--- src/design/malu_pkg.sv ---
// ----------------------------------------------------------------------------
// malu_pkg: shared types for the 32-bit ALU
// Operation codes, transfer payloads and inter-stage records.
// ----------------------------------------------------------------------------
`default_nettype none

package malu_pkg;

  localparam int unsigned DataW  = 32;
  localparam int unsigned KindW  = 4;
  localparam int unsigned ShamtW = 5;

  typedef enum logic [KindW-1:0] {
    OP_ADD  = 4'd0,
    OP_ADDU = 4'd1,
    OP_SUB  = 4'd2,
    OP_SUBU = 4'd3,
    OP_SLT  = 4'd4,
    OP_AND  = 4'd5,
    OP_OR   = 4'd6,
    OP_XOR  = 4'd7,
    OP_NOT  = 4'd8,
    OP_NAND = 4'd9,
    OP_NOR  = 4'd10,
    OP_EQ   = 4'd11,
    OP_SLL  = 4'd12,
    OP_SRL  = 4'd13,
    OP_SRA  = 4'd14
  } malu_op_e;

  typedef struct packed {
    logic [KindW-1:0]  kind;
    logic [DataW-1:0]  operand_a;
    logic [DataW-1:0]  operand_b;
    logic [ShamtW-1:0] shift_amount;
  } malu_req_t;

  typedef struct packed {
    logic [DataW-1:0] result;
    logic             zero_flag;
    logic             overflow_flag;
  } malu_res_t;

  // Stage 1 -> stage 2: raw unit outputs
  typedef struct packed {
    logic             valid;
    logic [KindW-1:0] kind;
    logic [DataW-1:0] sum;
    logic             a_msb;
    logic             b_msb;
    logic [DataW-1:0] logic_res;
    logic [DataW-1:0] shift_res;
  } malu_s1_t;

  // Stage 2 -> stage 3: selected result
  typedef struct packed {
    logic             valid;
    logic             is_slt;
    logic             overflow;
    logic [DataW-1:0] result;
  } malu_s2_t;

endpackage

`default_nettype wire

--- src/design/malu_exec.sv ---
// ----------------------------------------------------------------------------
// malu_exec: first ALU stage
// Adder, logic unit and barrel shifter side by side, outputs registered.
// ----------------------------------------------------------------------------
`default_nettype none

module malu_exec import malu_pkg::*; (
  input  wire logic      clk_i,
  input  wire logic      rst_ni,
  input  wire logic      valid_i,
  input  wire malu_req_t req_i,
  output malu_s1_t       s1_o
);

  malu_s1_t         s1_d, s1_q;
  logic             do_sub;
  logic [DataW-1:0] b_eff;

  always_comb begin
    do_sub = (req_i.kind == OP_SUB) || (req_i.kind == OP_SUBU) ||
             (req_i.kind == OP_SLT) || (req_i.kind == OP_EQ);
    b_eff  = do_sub ? ~req_i.operand_b : req_i.operand_b;

    s1_d.valid = valid_i;
    s1_d.kind  = req_i.kind;
    s1_d.sum   = req_i.operand_a + b_eff + {{(DataW-1){1'b0}}, do_sub};
    s1_d.a_msb = req_i.operand_a[DataW-1];
    s1_d.b_msb = b_eff[DataW-1];

    case (req_i.kind)
      OP_AND:  s1_d.logic_res = req_i.operand_a & req_i.operand_b;
      OP_OR:   s1_d.logic_res = req_i.operand_a | req_i.operand_b;
      OP_XOR:  s1_d.logic_res = req_i.operand_a ^ req_i.operand_b;
      OP_NOT:  s1_d.logic_res = ~req_i.operand_b;
      OP_NAND: s1_d.logic_res = ~(req_i.operand_a & req_i.operand_b);
      OP_NOR:  s1_d.logic_res = ~(req_i.operand_a | req_i.operand_b);
      default: s1_d.logic_res = '0;
    endcase

    case (req_i.kind)
      OP_SLL:  s1_d.shift_res = req_i.operand_a << req_i.shift_amount;
      OP_SRL:  s1_d.shift_res = req_i.operand_a >> req_i.shift_amount;
      OP_SRA:  s1_d.shift_res = DataW'($signed(req_i.operand_a) >>> req_i.shift_amount);
      default: s1_d.shift_res = '0;
    endcase
  end

  // Valid bit resets; payload simply follows
  always_ff @(posedge clk_i or negedge rst_ni) begin
    if (!rst_ni) begin
      s1_q.valid <= 1'b0;
    end else begin
      s1_q <= s1_d;
    end
  end

  assign s1_o = s1_q;

endmodule

`default_nettype wire

--- src/design/malu_select.sv ---
// ----------------------------------------------------------------------------
// malu_select: second ALU stage
// Overflow and signed less-than detection, result selection.
// ----------------------------------------------------------------------------
`default_nettype none

module malu_select import malu_pkg::*; (
  input  wire logic     clk_i,
  input  wire logic     rst_ni,
  input  wire malu_s1_t s1_i,
  output malu_s2_t      s2_o
);

  malu_s2_t s2_d, s2_q;
  logic     ovf_raw;
  logic     less;

  always_comb begin
    // Same-sign inputs into the adder yet a sign change in the sum
    ovf_raw = (s1_i.a_msb == s1_i.b_msb) && (s1_i.sum[DataW-1] != s1_i.a_msb);
    // b_msb holds the inverted sign of B here; signs differ when equal
    less    = (s1_i.a_msb == s1_i.b_msb) ? s1_i.a_msb : s1_i.sum[DataW-1];

    s2_d.valid    = s1_i.valid;
    s2_d.is_slt   = 1'b0;
    s2_d.overflow = 1'b0;
    s2_d.result   = '0;

    case (s1_i.kind)
      OP_ADD, OP_SUB: begin
        s2_d.overflow = ovf_raw;
        s2_d.result   = ovf_raw ? '0 : s1_i.sum;
      end
      OP_ADDU, OP_SUBU, OP_EQ: begin
        s2_d.result = s1_i.sum;
      end
      OP_SLT: begin
        s2_d.is_slt = 1'b1;
        s2_d.result = {{(DataW-1){1'b0}}, less};
      end
      OP_AND, OP_OR, OP_XOR, OP_NOT, OP_NAND, OP_NOR: begin
        s2_d.result = s1_i.logic_res;
      end
      OP_SLL, OP_SRL, OP_SRA: begin
        s2_d.result = s1_i.shift_res;
      end
      default: begin
        s2_d.result = '0;
      end
    endcase
  end

  always_ff @(posedge clk_i or negedge rst_ni) begin
    if (!rst_ni) begin
      s2_q.valid <= 1'b0;
    end else begin
      s2_q <= s2_d;
    end
  end

  assign s2_o = s2_q;

endmodule

`default_nettype wire

--- src/design/malu_flags.sv ---
// ----------------------------------------------------------------------------
// malu_flags: third ALU stage
// Zero flag generation and the registered result port.
// ----------------------------------------------------------------------------
`default_nettype none

module malu_flags import malu_pkg::*; (
  input  wire logic     clk_i,
  input  wire logic     rst_ni,
  input  wire malu_s2_t s2_i,
  output logic          res_valid_o,
  output malu_res_t     res_o
);

  logic      valid_q;
  malu_res_t res_d, res_q;

  always_comb begin
    res_d.result        = s2_i.result;
    res_d.zero_flag     = s2_i.is_slt ? s2_i.result[0] : (s2_i.result == '0);
    res_d.overflow_flag = s2_i.overflow;
  end

  always_ff @(posedge clk_i or negedge rst_ni) begin
    if (!rst_ni) begin
      valid_q <= 1'b0;
    end else begin
      valid_q <= s2_i.valid;
    end
  end

  always_ff @(posedge clk_i) begin
    res_q <= res_d;
  end

  assign res_valid_o = valid_q;
  assign res_o       = res_q;

endmodule

`default_nettype wire

--- src/design/mips_alu_32bit.sv ---
// ----------------------------------------------------------------------------
// mips_alu_32bit: three-stage 32-bit execute ALU
// A transfer passes the stage 1, 2 and 3 registers before its result strobe.
// Throughput: one operation per cycle; busy_o stays low, the pipe never stalls.
// The result strobe is high for exactly one cycle per accepted operation.
// Reset (rst_ni low, asynchronous) clears every stage valid bit; data is kept.
// ----------------------------------------------------------------------------
`default_nettype none

module mips_alu_32bit import malu_pkg::*; (
  input  wire logic      clk_i,
  input  wire logic      rst_ni,
  // Command side: transfer when start_i is high and busy_o is low
  input  wire logic      start_i,
  output logic           busy_o,
  input  wire malu_req_t req_i,
  // Result side: one-cycle strobe, the receiver takes it as it comes
  output logic           res_valid_o,
  output malu_res_t      res_o
);

  malu_s1_t s1;
  malu_s2_t s2;
  logic     accept;

  // The receiver cannot push back, so every stage advances every cycle and
  // there is never a reason to refuse a command.
  assign busy_o = 1'b0;
  assign accept = start_i && !busy_o;

  // Stage 1: adder (add/sub/compare share it), logic unit, barrel shifter
  malu_exec u_exec (
    .clk_i   (clk_i),
    .rst_ni  (rst_ni),
    .valid_i (accept),
    .req_i   (req_i),
    .s1_o    (s1)
  );

  // Stage 2: trap on signed overflow, derive set-less-than, pick the result
  malu_select u_select (
    .clk_i  (clk_i),
    .rst_ni (rst_ni),
    .s1_i   (s1),
    .s2_o   (s2)
  );

  // Stage 3: zero detect (full word, bit 0 for SLT), drive the result register
  malu_flags u_flags (
    .clk_i       (clk_i),
    .rst_ni      (rst_ni),
    .s2_i        (s2),
    .res_valid_o (res_valid_o),
    .res_o       (res_o)
  );

endmodule

`default_nettype wire

--- config.mk ---
export PLATFORM = sky130hd
export DESIGN_NAME = mips_alu_32bit
export DESIGN_NICKNAME = d
export VERILOG_FILES = /design/src/design/malu_pkg.sv /design/src/design/malu_exec.sv /design/src/design/malu_select.sv /design/src/design/malu_flags.sv /design/src/design/mips_alu_32bit.sv
export SDC_FILE = /design/constraint.sdc
export NUM_CORES = 1
export LEC_CHECK = 0
export ABC_AREA = 0
export BUFFER_PORTS_ARGS = -buffer_cell sky130_fd_sc_hd__buf_2
export CELL_PAD_IN_SITES_DETAIL_PLACEMENT = 1
export CELL_PAD_IN_SITES_GLOBAL_PLACEMENT = 1
export CORE_MARGIN = 3
export CORE_UTILIZATION = 25
export CTS_CLUSTER_SIZE = 30
export DETAILED_ROUTE_END_ITERATION = 16
export PLACE_DENSITY_LB_ADDON = 0.1
export RECOVER_POWER = 50
export SLEW_MARGIN = 30
export SYNTH_ARGS = -nofsm -noshare
export SYNTH_HDL_FRONTEND = slang
export SYNTH_HIERARCHICAL = 1
export SYNTH_SLANG_ARGS = --single-unit
--- constraint.sdc ---
create_clock -name clk_i -period 2.07 [get_ports clk_i]
set_input_delay 0.5175 -clock clk_i [delete_from_list [all_inputs] [get_ports clk_i]]
set_output_delay 0.5175 -clock clk_i [all_outputs]
set_load 0.01 [all_outputs]
After elaboration in Yosys (flattened, before gate mapping)
Index checks and enable logic that the tools add are counted.

Output and inout port bits: 36. Bits of input ports: 76. Bits in registers: 173. Logic and storage cells: 73.

Equality and inequality tests: 29. Shift-type cells: 3. Multiplexer cells: 8. Reductions and logical operators: 10. Bitwise logic cells: 6. Add/subtract/negate cells: 2.

Operators with widths (count): $pmux 32 s6 (1); $pmux 32 s5 (1); $not 32->32 (3); $pmux 32 s3 (1); $mux 32 (2); $eq 4x4->1 const B (14); $add 32x1->32 (1); $add 32x32->32 (1); $and 32x32->32 (1); $eq 4x3->1 const B (8); $logic_not 32->1 (1); $or 32x32->32 (1); $shl 32x5->32 (1); $shr 32x5->32 (1); $sshr 32x5->32 (1); $xor 32x32->32 (1); $eq 4x2->1 const B (4); $reduce_or 3->1 (2); $reduce_or 6->1 (1); $eq 4x1->1 const B (1); $logic_not 4->1 (1); $logic_or 1x1->1 (3); $mux 1 (3); $reduce_or 2->1 (1); 3 further kinds (3).

Logic depth before layout (Yosys ltp)
Gate-level depths: netlist of the first run.

Word-level depth: 7. Mapped depth: 14. Mapped depth without buffers: 12.

By module
Netlist of the first run, hierarchy kept.

Modules (own cells, without submodules): malu_exec (seq. area each 3088.0 sq um, area an instance 10805.4 sq um, instances 1, cells each 1164); malu_select (seq. area each 1046.0 sq um, area an instance 1773.0 sq um, instances 1, cells each 124); malu_flags (seq. area each 705.7 sq um, area an instance 794.5 sq um, instances 1, cells each 48); mips_alu_32bit (seq. area each 0.0 sq um, area an instance 11.3 sq um, instances 1, cells each 2).

Worst setup path before layout of the first run
No wires, ideal clock.

Path kind: input to register. Start: input req_i[72] (netlist name). End: register u_exec.s1_q (netlist bit u_exec/s1_o[92]) (data pin). Setup slack: -1.917 ns. Stages: 14. Arrival time: 3.720 ns. Buffers on the path: 2. Setup time: 0.267 ns. Required time: 1.803 ns. Path through: buf_2 and2b_2 a32oi_2 buf_2 xnor2_1 inv_1 fa_1 and2b_1 o2111ai_2 a2111oi_2 a211oi_2 o31a_4 o311ai_4 xor2_1.

RTL lines: from (decl) (line mips_alu_32bit.sv:16) `input wire malu_req_t req_i,`; to (decl) (line malu_exec.sv:15) `malu_s1_t s1_d, s1_q;`.

==> impl_metrics.py, run 1 <==
metrics = {
    "outcome": {
        "status": "finished with violations",
        "violations": "setup timing",
    },
    "floorplanning": {
        "std_cell_rows": 84,
        "die_h_um": 237,
        "dieWidth_um": 237,
        "coreArea_mm2": 0.0528,
        "die_area_mm2": 0.0563,
        "io_pins": 112,
        "start_util": 0.254,
    },
    "clocking": {
        "htreeDepth": 4,
        "clock_latency_ps": 440,
        "clk_path_buf_depth": 2,
        "cts-buffers-inserted": 17,
        "holdBufCountCts": 0,
        "cts_sinks": 173,
        "root_buffer": "clkbuf_16",
        "cts_tree": "yes",
        "clkTransAtPathRegs_ps": 70,
    },
    "grt": {
        "antenna_found_initial": 3,
        "overflow": 0,
        "grt_pass1_vias": 13100,
        "grt_pass1_wl_mm": 84.9,
        "grt_max_degree": 34,
        "grt_use_total": 0.203,
    },
    "placed_design": {
        "dpl.cell_count": 2423,
        "routabilityCongestion": 0.908,
        "dp_hpwl_mm": 45.3,
        "numPortBuffers": 110,
    },
    "route": {
        "drc": 0,
        "wl_met1_mm": 27.7,
        "wl_mm": 57.8,
        "routed_via_density": 5.02,
        "wl_met2_mm": 27.6,
        "dr.max_layer_used": "met5",
        "wl_met3_mm": 1.46,
        "vias": 12600,
        "dr.pass1.iters": 4,
        "ant_nets": 0,
        "first_iter_violations": 547,
        "wl_per_cell_um": 23.0,
    },
    "finish": {
        "drive_above_1_share": 0.444,
        "fillers": 5979,
        "area_growth_pct": 47.7,
        "nets": 1987,
        "stdcell_count": 2515,
    },
    "min_path": {
        "hp-class": "input pin to flip-flop",
        "min_to": "u_exec/s1_o[102]$_DFF_PN0_",
        "hold_depth": 1,
        "hold_path_startpoint": "start_i",
    },
    "setup_path": {
        "worst-path-max-fanout": 5,
        "critical_path_buf_inv_count": 3,
        "crit_top_cell": "and2b_2",
        "path_delay_family": "compound AO/OA/AOI/OAI gates",
        "worstReg2RegEnd": "u_select/s2_o[0]$_DFFE_PP_",
        "end_kind": "flip-flop",
        "worstPathRequired_ps": 2250,
        "startpoint_type": "input pin",
        "r2r_slack_ps": 150,
        "critPathKind": "input pin to flip-flop",
        "critPathArrivalTime_ps": 3360,
        "path_cells": "buf_8 -> and2b_2 -> a32oi_4 -> buf_12 -> xnor2_4 -> inv_2 -> fa_2 -> and2b_2 -> o2111ai_4 -> a2111oi_4 -> a211oi_4 -> o31a_4 -> o311ai_4 -> xor2_1",
        "cpPeakStageDelay_ps": 400,
        "r2r-start": "u_exec/s1_o[98]$_DFFE_PP_",
        "r2r_cells": 5,
        "slowest_stage": "a2111oi_4",
    },
    "yosys": {
        "synth_top_cell_by_area": "edfxtp_1",
        "synth_flop_cell": "edfxtp_1",
        "syn_avg_cell_area_um2": 10.0,
        "synth.most_common_cell": "nand2_1",
        "synth_cell_types": 93,
        "synth_async_sr_flop_share": 0.0173,
        "syn-cell-area_mm2": 0.0134,
        "ys_warn_count": 6,
        "synth_edf_count": 136,
        "synth_top_area_share": 0.305,
        "synth.area.top_cells": "edfxtp_1, ha_1, mux4_2",
        "ys_seq_area_frac": 0.362,
        "yosys_register_bits": 173,
        "synth_commonest_cells": "nand2_1, edfxtp_1, o21ai_0, ha_1, inv_1",
        "syn-num-nets": 1512,
        "synthCells": 1338,
    },
    "timing": {
        "maxSlewViolCount": 0,
        "relSlewSlack": 0.378,
        "fin_setup_tns_ps": -25210,
        "setup_viol": 52,
        "fin_crit_ps": 3180,
        "worst_pin_slew_ps": 933,
        "hold_viol": 0,
        "rsz0062_at_grt": "yes",
        "clock.fmax_ghz": 0.315,
        "setup_slack_ps": -1110,
        "fin_skew_ps": 11.5,
        "fin_crit_sh": 1.54,
        "finalHoldWorstSlack_ps": 183,
    },
    "pwr": {
        "power.density_mw_per_mm2": 647,
        "peakVddDrop_mv": 0.548,
        "p_leak_nw": 8.45,
    },
    "job": {
        "cap_violations": 0,
    },
}
## flip-flops by register name, indices dropped and copies added, names as in the netlist
register	flops
u_flags/res_o	34
u_exec/s1_o	103
u_flags/res_valid_o	1
u_select/s2_o	35
## cells in the final DEF, fill, tap and decap left out, types with 31 or more instances in the layout
| cell | count |
|---|---|
| mux4_2 | 51 |
| dfxtp_1 | 34 |
| buf_4 | 360 |
| a21o_1 | 40 |
| a21oi_1 | 42 |
| nand2_1 | 160 |
| buf_6 | 31 |
| nor2_1 | 52 |
| o21ai_0 | 87 |
| buf_2 | 100 |
| inv_1 | 74 |
| xnor2_1 | 44 |
| edfxtp_1 | 136 |
| ha_1 | 94 |
| o2111ai_1 | 31 |
## logic make-up (layout without fill, tap and decap cells)
kind of cell / Yosys count / count (layout) / share of synthesized area
simple gates: 318 / 318 / 0.103
xor+xnor: 59 / 59 / 0.0386
flops: 173 / 173 / 0.362
compound gates: 406 / 406 / 0.210
other cells: 1 / 2 / 0.000280
mux: 119 / 119 / 0.138
fa+ha+maj: 99 / 99 / 0.0929
buf+inv: 163 / 651 / 0.0554
## per-stage QoR
step	power [mW]	cell area, um2	util	worst slack, ps
floorplan	6.73	13600	-	-1530
global placement	8.85	17600	0.334	-1760
detailed placement	8.91	17600	0.334	-1840
CTS	12.6	19100	0.362	-1080
global route	13.5	19800	0.375	-1200
finish	12.8	19800	0.375	-1110
## how the worst max path moves through the flow
stage                         start                   endpoint  depth (start not counted)
after floorplan           req_i[72]  u_exec/s1_o[92]$_DFFE_PP_                         14
after global placement    req_i[69]  u_exec/s1_o[84]$_DFFE_PP_                         14
after detailed placement  req_i[69]  u_exec/s1_o[84]$_DFFE_PP_                         14
after CTS                 req_i[72]  u_exec/s1_o[92]$_DFFE_PP_                         14
after global routing      req_i[72]  u_exec/s1_o[92]$_DFFE_PP_                         14
final                     req_i[72]  u_exec/s1_o[92]$_DFFE_PP_                         14
## report_power, final
group	switching (mW)	internal, mW	total [mW]
Sequential	0.180	4.35	4.53
Combinational	2.51	2.40	4.90
Clock	1.48	1.89	3.36
Total	4.16	8.63	12.8
## per-layer routing
| metal | vias up | GRT usage |
|---|---|---|
| met2 | 180 | 0.337 |
| met4 | 2 | 0.0516 |
| met3 | 40 | 0.0197 |
| met5 | - | 0 |
| li1 | 5997 | - |
| met1 | 6396 | 0.283 |
## timing repair
item,4_1_cts,5_1_grt
gates resized for setup,135,125
buffers inserted,27,31
setup endpoints to repair,61,61
pin swaps,33,72
cloned,3,0
## layout make-up
type	instances	area [um2]	area share
inverters	78	293	0.0148
diodes	1	2.50	0.000127
flip-flops and latches	173	4840	0.245
clock inverters	10	82.6	0.00418
multi-input cells	1002	8790	0.445
clock buffers	22	539	0.0273
repair buffers	541	4360	0.221
well taps	688	861	0.0435
Note: power is estimated with default switching activity, not from simulation.
==> run 2, diff against run 1 <==
--- a/config.mk
+++ b/config.mk
@@ -10,5 +10,4 @@
 export CELL_PAD_IN_SITES_DETAIL_PLACEMENT = 1
 export CELL_PAD_IN_SITES_GLOBAL_PLACEMENT = 1
-export CORE_MARGIN = 3
 export CORE_UTILIZATION = 25
 export CTS_CLUSTER_SIZE = 30
@@ -16,5 +15,5 @@
 export PLACE_DENSITY_LB_ADDON = 0.1
 export RECOVER_POWER = 50
-export SLEW_MARGIN = 30
+export SLEW_MARGIN = 40
 export SYNTH_ARGS = -nofsm -noshare
 export SYNTH_HDL_FRONTEND = slang
==> constraint.sdc (replaced) <==
create_clock -name clk_i -period 2.07 [get_ports clk_i]
set_input_delay 0.414 -clock clk_i [delete_from_list [all_inputs] [get_ports clk_i]]
set_output_delay 0.414 -clock clk_i [all_outputs]
set_load 0.01 [all_outputs]
==> run 2 against run 1 <==
- the flow finishes with violations (DRC, capacitance limit, slew limit, setup timing)
- wire length decreased by 0.37%
- worst setup slack improved by 120 ps
- worst hold slack got worse by 110 ps
- register-to-register slack improved by 20 ps
- final cell count decreased by 1.5%
- count of clock-buffer cells in the layout decreased by 2
- maximum frequency increased by 4.0%
- clock power decreased by 5%
- combinational power decreased by 4.9%
- final area decreased by 4.2%
- sequential power about the same
- critical path type unchanged
- largest power group unchanged
==> impl_metrics.py, run 2 (synthesized netlist as in run 1, its figures left out) <==
metrics = {
    "floorplanning": {
        "die_h_um": 233,
        "coreArea_mm2": 0.0528,
        "std_cell_rows": 84,
        "io_pins": 112,
        "start_util": 0.254,
        "die_area_mm2": 0.0545,
        "dieWidth_um": 233,
    },
    "setup_path": {
        "r2r-start": "u_exec/s1_o[98]$_DFFE_PP_",
        "worstPathRequired_ps": 2270,
        "startpoint_type": "input pin",
        "critPathArrivalTime_ps": 3250,
        "end_kind": "flip-flop",
        "worst-path-max-fanout": 4,
        "worstReg2RegEnd": "u_select/s2_o[0]$_DFFE_PP_",
        "r2r_cells": 5,
        "r2r_slack_ps": 170,
        "critPathKind": "input pin to flip-flop",
    },
    "timing": {
        "fin_skew_ps": 9.42,
        "clock.fmax_ghz": 0.327,
        "setup_viol": 71,
        "rsz0062_at_grt": "yes",
        "hold_viol": 0,
        "setup_slack_ps": -987,
        "fin_crit_ps": 3060,
        "fin_crit_sh": 1.48,
        "maxSlewViolCount": 40,
        "relSlewSlack": -0.169,
        "worst_pin_slew_ps": 1750,
        "finalHoldWorstSlack_ps": 68.8,
    },
    "grt": {
        "antenna_found_initial": 1,
        "grt_pass1_vias": 13300,
        "overflow": 0,
        "grt_use_total": 0.212,
        "grt_pass1_wl_mm": 84.5,
        "grt_max_degree": 40,
    },
    "placed_design": {
        "numPortBuffers": 110,
        "place_area_mm2": 0.0174,
        "routabilityCongestion": 0.889,
        "dp_hpwl_mm": 45.0,
    },
    "finish": {
        "design_area_mm2": 0.0190,
        "drive_above_1_share": 0.395,
        "mostFrequentLayoutCells": "buf_4, nand2_1, edfxtp_1",
        "area_growth_pct": 41.6,
        "largest_reg_flops": 103,
        "diodes": 0,
        "nets": 1950,
        "layout_commonest_cell": "buf_4",
    },
    "clocking": {
        "holdBufCountCts": 0,
        "clock_latency_ps": 450,
        "root_buffer": "clkbuf_16",
        "htreeDepth": 4,
        "clk_path_buf_depth": 2,
        "cts_sinks": 173,
        "cts_tree": "yes",
        "clkTransAtPathRegs_ps": 70,
        "cts-buffers-inserted": 17,
    },
    "route": {
        "dr.pass1.iters": 12,
        "routed_via_density": 5.00,
        "vias": 12400,
        "first_iter_violations": 564,
        "wl_per_cell_um": 23.3,
        "ant_nets": 0,
        "wl_mm": 57.6,
        "drc": 8,
    },
    "job": {
        "cap_violations": 1,
    },
    "pwr": {
        "p_comb_frac": 0.376,
        "p_switching_mw": 4.09,
        "power.density_mw_per_mm2": 653,
        "p_leak_nw": 8.20,
        "peakVddDrop_mv": 0.622,
        "p_sw_frac": 0.331,
        "p_int_mw": 8.29,
        "power_mw": 12.4,
        "clkPwrFrac": 0.258,
        "p_seq_frac": 0.366,
    },
    "min_path": {
        "hold_path_startpoint": "start_i",
        "hp-class": "input pin to flip-flop",
        "hold_depth": 1,
        "min_to": "u_exec/s1_o[102]$_DFF_PN0_",
    },
    "outcome": {
        "violations": "DRC, capacitance limit, slew limit, setup timing",
        "status": "finished with violations",
    },
}
==> run 2: per-layer routing <==
layer	routed length, um	track usage	vias to the layer above	part of all wire
li1	-	-	5913	-
met1	28200	0.296	6253	0.49
met2	27300	0.349	164	0.47
met3	1020	0.0146	45	0.018
met4	1130	0.0605	0	0.020
met5	0	0	-	0
==> run 2: power groups by stage <==
stage          sequential (mW)  combinational (mW)  clock [mW]
6_report                  4.53                4.66        3.19
5_1_grt                   4.58                5.02        3.41
4_1_cts                   4.54                4.43        3.32
3_5_place_dp              4.61                4.22           0
2_1_floorplan             4.58                2.14           0
3_3_place_gp              4.60                4.19           0
==> run 2: what timing repair did <==
action	4_1_cts	5_1_grt
endpoints found under the setup margin	53	46
pin swaps	15	34
resized for setup	67	101
cloned	0	2
buffers inserted	12	24
==> run 2: worst max-delay path by stage <==
| stage | start | end | slack, ps | cells past startpoint |
|---|---|---|---|---|
| 5_1_grt | req_i[72] | u_exec/s1_o[92]$_DFFE_PP_ | -1060 | 14 |
| 3_3_place_gp | req_i[69] | u_exec/s1_o[92]$_DFFE_PP_ | -1580 | 14 |
| 6_report | req_i[72] | u_exec/s1_o[92]$_DFFE_PP_ | -990 | 14 |
| 4_1_cts | req_i[72] | u_exec/s1_o[92]$_DFFE_PP_ | -950 | 14 |
| 2_1_floorplan | req_i[72] | u_exec/s1_o[92]$_DFFE_PP_ | -1420 | 14 |
| 3_5_place_dp | req_i[69] | u_exec/s1_o[91]$_DFFE_PP_ | -1680 | 15 |
==> run 2: final cells by class <==
class | count | area [um2]
clock buffers | 20 | 479
clock inverters | 12 | 98.8
fillers | 5950 | 33800
inverters | 78 | 293
multi-input cells | 1002 | 8410
flip-flops and latches | 173 | 4840
well taps | 688 | 861
repair buffers | 504 | 3970
==> run 2: metrics by stage <==
step / worst slack, ps / instances / TNS (ps) / util
floorplan: -1420 / 1338 / -30330 / -
global placement: -1580 / 2408 / -54680 / 0.329
detailed placement: -1680 / 2408 / -55920 / 0.329
CTS: -952 / 2452 / -18900 / 0.348
global route: -1060 / 2477 / -44390 / 0.359
finish: -987 / 2477 / -33230 / 0.359
==> run 2: critical path: stages <==
cell	delay, ps
buf_8	80
and2b_2	230
a32oi_4	180
buf_12	170
xnor2_4	120
inv_2	60
fa_2	360
and2b_2	260
o2111ai_4	160
a2111oi_4	410
a211oi_4	100
o31a_4	320
o311ai_4	270
xor2_1	90
